==> src/hdl/pcj_div.sv <==
module pcj_div #(
   parameter int NUM_W = 37,
   parameter int DEN_W = 20,
   parameter int QUO_W = 28
) (
   input  logic             clock,
   input  logic [NUM_W-1:0] num,
   input  logic [DEN_W-1:0] den,
   output logic [QUO_W-1:0] quo
);

   // restoring division, one quotient bit per stage; num < den * 2^QUO_W
   localparam int CMP_W = DEN_W + QUO_W;

   logic [NUM_W-1:0] rem_ff [QUO_W-1];
   logic [DEN_W-1:0] den_ff [QUO_W-1];
   logic [QUO_W-1:0] quo_ff [QUO_W];

   for (genvar j = 0; j < QUO_W; j++) begin : g_stage
      localparam int BIT = QUO_W - 1 - j;
      logic [NUM_W-1:0] rem_prev;
      logic [DEN_W-1:0] den_prev;
      logic [QUO_W-1:0] quo_prev;
      logic [CMP_W-1:0] trial;
      logic             fits;

      if (j == 0) begin : g_first
         assign rem_prev = num;
         assign den_prev = den;
         assign quo_prev = '0;
      end else begin : g_next
         assign rem_prev = rem_ff[j-1];
         assign den_prev = den_ff[j-1];
         assign quo_prev = quo_ff[j-1];
      end

      assign trial = CMP_W'(den_prev) << BIT;
      assign fits = CMP_W'(rem_prev) >= trial;

      always_ff @(posedge clock) begin
         quo_ff[j] <= quo_prev | (fits ? (QUO_W'(1) << BIT) : '0);
      end

      if (j < QUO_W - 1) begin : g_carry
         always_ff @(posedge clock) begin
            rem_ff[j] <= fits ? (rem_prev - trial[NUM_W-1:0]) : rem_prev;
            den_ff[j] <= den_prev;
         end
      end
   end

   assign quo = quo_ff[QUO_W-1];

endmodule

==> config.mk <==
export PLATFORM = sky130hd
export DESIGN_NAME = pcj_div
export DESIGN_NICKNAME = d
export VERILOG_FILES = /design/src/hdl/pcj_div.sv
export SDC_FILE = /design/constraint.sdc
export NUM_CORES = 2
export LEC_CHECK = 0
export BUFFER_PORTS_ARGS = -buffer_cell sky130_fd_sc_hd__buf_2
export CORE_ASPECT_RATIO = 1.25
export CORE_MARGIN = 1.5
export CORE_UTILIZATION = 61
export CTS_CLUSTER_DIAMETER = 200
export DETAILED_ROUTE_END_ITERATION = 10
export GPL_ROUTABILITY_DRIVEN = 0
export PLACE_DENSITY = 0.82
export SLEW_MARGIN = 25
export SYNTH_ARGS = -nofsm -noshare
export SYNTH_HDL_FRONTEND = slang
export SYNTH_SLANG_ARGS = --single-unit
==> constraint.sdc <==
create_clock -name clock -period 6.4 [get_ports clock]
set_input_delay 1.28 -clock clock [delete_from_list [all_inputs] [get_ports clock]]
set_output_delay 1.28 -clock clock [all_outputs]
set_load 0.02 [all_outputs]
==> flow_summary.yaml <==
sta:
  slew_headroom_pct: 30.2
  slew_viol_final: 0
  max_slew.worst_pin.slew_ns: 1.04
  grt_setup_unrepaired: "false"
  finalHoldViolCount: 0
  tns_ns: 0
  fmax_ghz: 0.266
  finalCritPeriodShare_pct: 58.8
  finalSetupViolCount: 0
  finClkSkew_ns: 0.0427
  period_minus_slack_ns: 3.76
critical_path:
  path_max_fanout: 16
  worstSetupEndpointType: "flop"
  r2r_start: "rem_ff[4][22]$_DFF_P_"
  arrival_ns: 4.45
  startpoint_type: "flop"
  worst_ep_required_time_ns: 7.09
  crit_type: "reg -> reg"
  crit_start: "rem_ff[4][22]$_DFF_P_"
power:
  worst_ir_drop_vdd_uv: 310
  power.leakage_nw: 36.3
  p_per_area_nw_per_um2: 494
cells_and_area:
  syn_to_final_growth_pct: 11.3
  final_common_cell: "dfxtp_1"
  final_cell_mix: "dfxtp_1 (1945), inv_1 (637), ha_1 (505), a21oi_1 (427), nor2_1 (411)"
  drive_gt1_share_pct: 9.01
  finalNetCount: 7791
  post-route-util_pct: 68.5
logic_synthesis:
  yosysSeqAreaShare_pct: 53.4
  synthArstFlopShare_pct: 0
  syn_area_um2: 72900
  netlist_instances: 7039
  synthDistinctLibCells: 99
  synth_top_area_share_pct: 53.4
  synth_seq_cells: 1945
  syn_area_per_cell_um2: 10.4
  synth_edf_count: 0
  yosysWarnings: 0
  ys_top_cells_by_area: "dfxtp_1 (53%), ha_1 (8.7%), xnor2_1 (3.4%)"
  synth_top_area_cell: "dfxtp_1"
  syn_nets: 7629
  synth_ff_type: "dfxtp_1"
drt:
  wire_per_inst_um: 17.5
  detail_route.vias_per_cell: 5.65
  drc: 0
  dr.pass1.iters: 6
  via_count: 50400
  drtAntennaViolNets: 0
  first_iter_violations: 3593
  wirelength_mm: 156
flow_run:
  cap_violations: 0
global_route:
  grt_usage_pct: 25.4
  grt_pass1_vias: 50800
  grt_max_degree: 43
  antenna_found_initial: 4
  grt_pass1_wl_mm: 251
  grt_overflow: 0
clocking:
  clock-sinks: 1945
  ctsLongestPathBuffers: 3
  cts-buffers-inserted: 173
  cts_setup_buffers: 0
  hold_buffers: 0
  clkSlewWorstSetupHoldPaths_ns: 0.06
  insertion_delay_ns: 0.82
  ctsResizeCount: 0
  htreeDepth: 4
  cts_root_buf: "clkbuf_16"
  cts_tree: "done"
placed_design:
  io_buffers: 85
  hpwl_mm: 115
run_status:
  outcome: "finished, final reports clean"
floorplanning:
  die_h_um: 389
  io_pins: 86
  start_util_pct: 61.5
  fp.dieW_um: 312
  rows: 141
  dieArea_um2: 122000
  core-area_um2: 118000
min_path:
  hold_path_class: "reg -> reg"
  min_from: "quo_ff[1][96]$_DFF_P_"
## worst max-delay path, cell delays in order, from the launching register on
cell	delay, ns
dfxtp_1	0.31
inv_1	0.06
ha_1	0.22
fa_1	0.41
nor2b_1	0.12
o21ai_0	0.11
a21boi_0	0.45
o211ai_1	0.22
a31oi_1	0.32
a31oi_1	0.10
o21ai_0	0.23
and3_1	0.66
mux2_2	0.41
## worst paths after layout
kind	cells after the start	slack, ns	endpoint
worst min-delay path	0	0.30	quo_ff[1][124]$_DFF_P_
worst min register to register	0	0.30	quo_ff[1][124]$_DFF_P_
worst max-delay path	12	2.64	rem_ff[5][27]$_DFF_P_
worst max register to register	12	2.64	rem_ff[5][27]$_DFF_P_
## stage by stage
| stage | instance area, um2 | hold slack (ns) | cells | worst slack [ns] | total power, W |
|---|---|---|---|---|---|
| 5_1_grt | 81100 | 0.304 | 8921 | 2.29 | 0.0423 |
| 2_1_floorplan | 72900 | 0.310 | 7039 | 2.82 | 0.0259 |
| 4_1_cts | 81100 | 0.297 | 8919 | 2.58 | 0.0401 |
| 3_5_place_dp | 75000 | 0.312 | 8598 | 2.49 | 0.0291 |
| 6_report | 81100 | 0.299 | 8923 | 2.64 | 0.0401 |
| 3_3_place_gp | 74900 | 0.309 | 8597 | 2.43 | 0.0286 |
## registers in the layout, summed over array words and instances (netlist names)
register	cells
den_ff	540
rem_ff	999
quo_ff	406
## power by group
part / switching (W) / internal, W
logic: 0.00721 / 0.00580
clock network: 0.00456 / 0.00623
registers: 0.00173 / 0.0145
## per-layer routing
| metal | global-route usage (%) | up-vias | share of wire (%) |
|---|---|---|---|
| met4 | 16.5 | 6 | 6.6 |
| li1 | - | 24700 | - |
| met3 | 3.80 | 611 | 4.1 |
| met1 | 26.4 | 23700 | 38 |
| met5 | 0 | - | 0.025 |
| met2 | 47.4 | 1477 | 52 |
## cell usage after synthesis, drive strengths merged (13+ instances only)
cell type,count
o31ai,52
nor3b,15
a31oi,44
xor2,215
o21a,70
a21o,205
nand4,95
fa,27
mux2i,21
and3,36
nor4b,21
and4,17
a221oi,13
inv,640
ha,505
nand4b,24
nor3,154
o21bai,42
nor2b,88
clkbuf,69
nand3,88
o211ai,26
or3,50
nand2,403
xnor2,285
o21ai,329
or4,28
a21oi,432
nand2b,69
nor2,412
nor4,127
or2,38
buf,44
mux2,178
a21boi,30
a211oi,37
dfxtp,1945
o31a,13
## cells by family after synthesis
group | Yosys count | share of synthesized area, %
DFF | 1945 | 53.4
and+or+nand+nor | 1697 | 11.8
AOI/OAI and AO/OA | 1413 | 12.3
buffers and inverters | 753 | 4.00
adders and majority gates | 532 | 9.41
xor gates and xnor gates | 500 | 6.01
muxes | 199 | 3.05
## area by class of cell
cell class	count	area, um2
Antenna cell	3	7.51
Clock buffer	237	4960
Clock inverter	84	1150
Fill cell	8323	37300
Inverter	640	2400
Multi-Input combinational cell	4341	31100
Sequential cell	1945	38900
Tap cell	1573	1970
Timing Repair Buffer	100	558
Power figures use the tool's default switching activity.
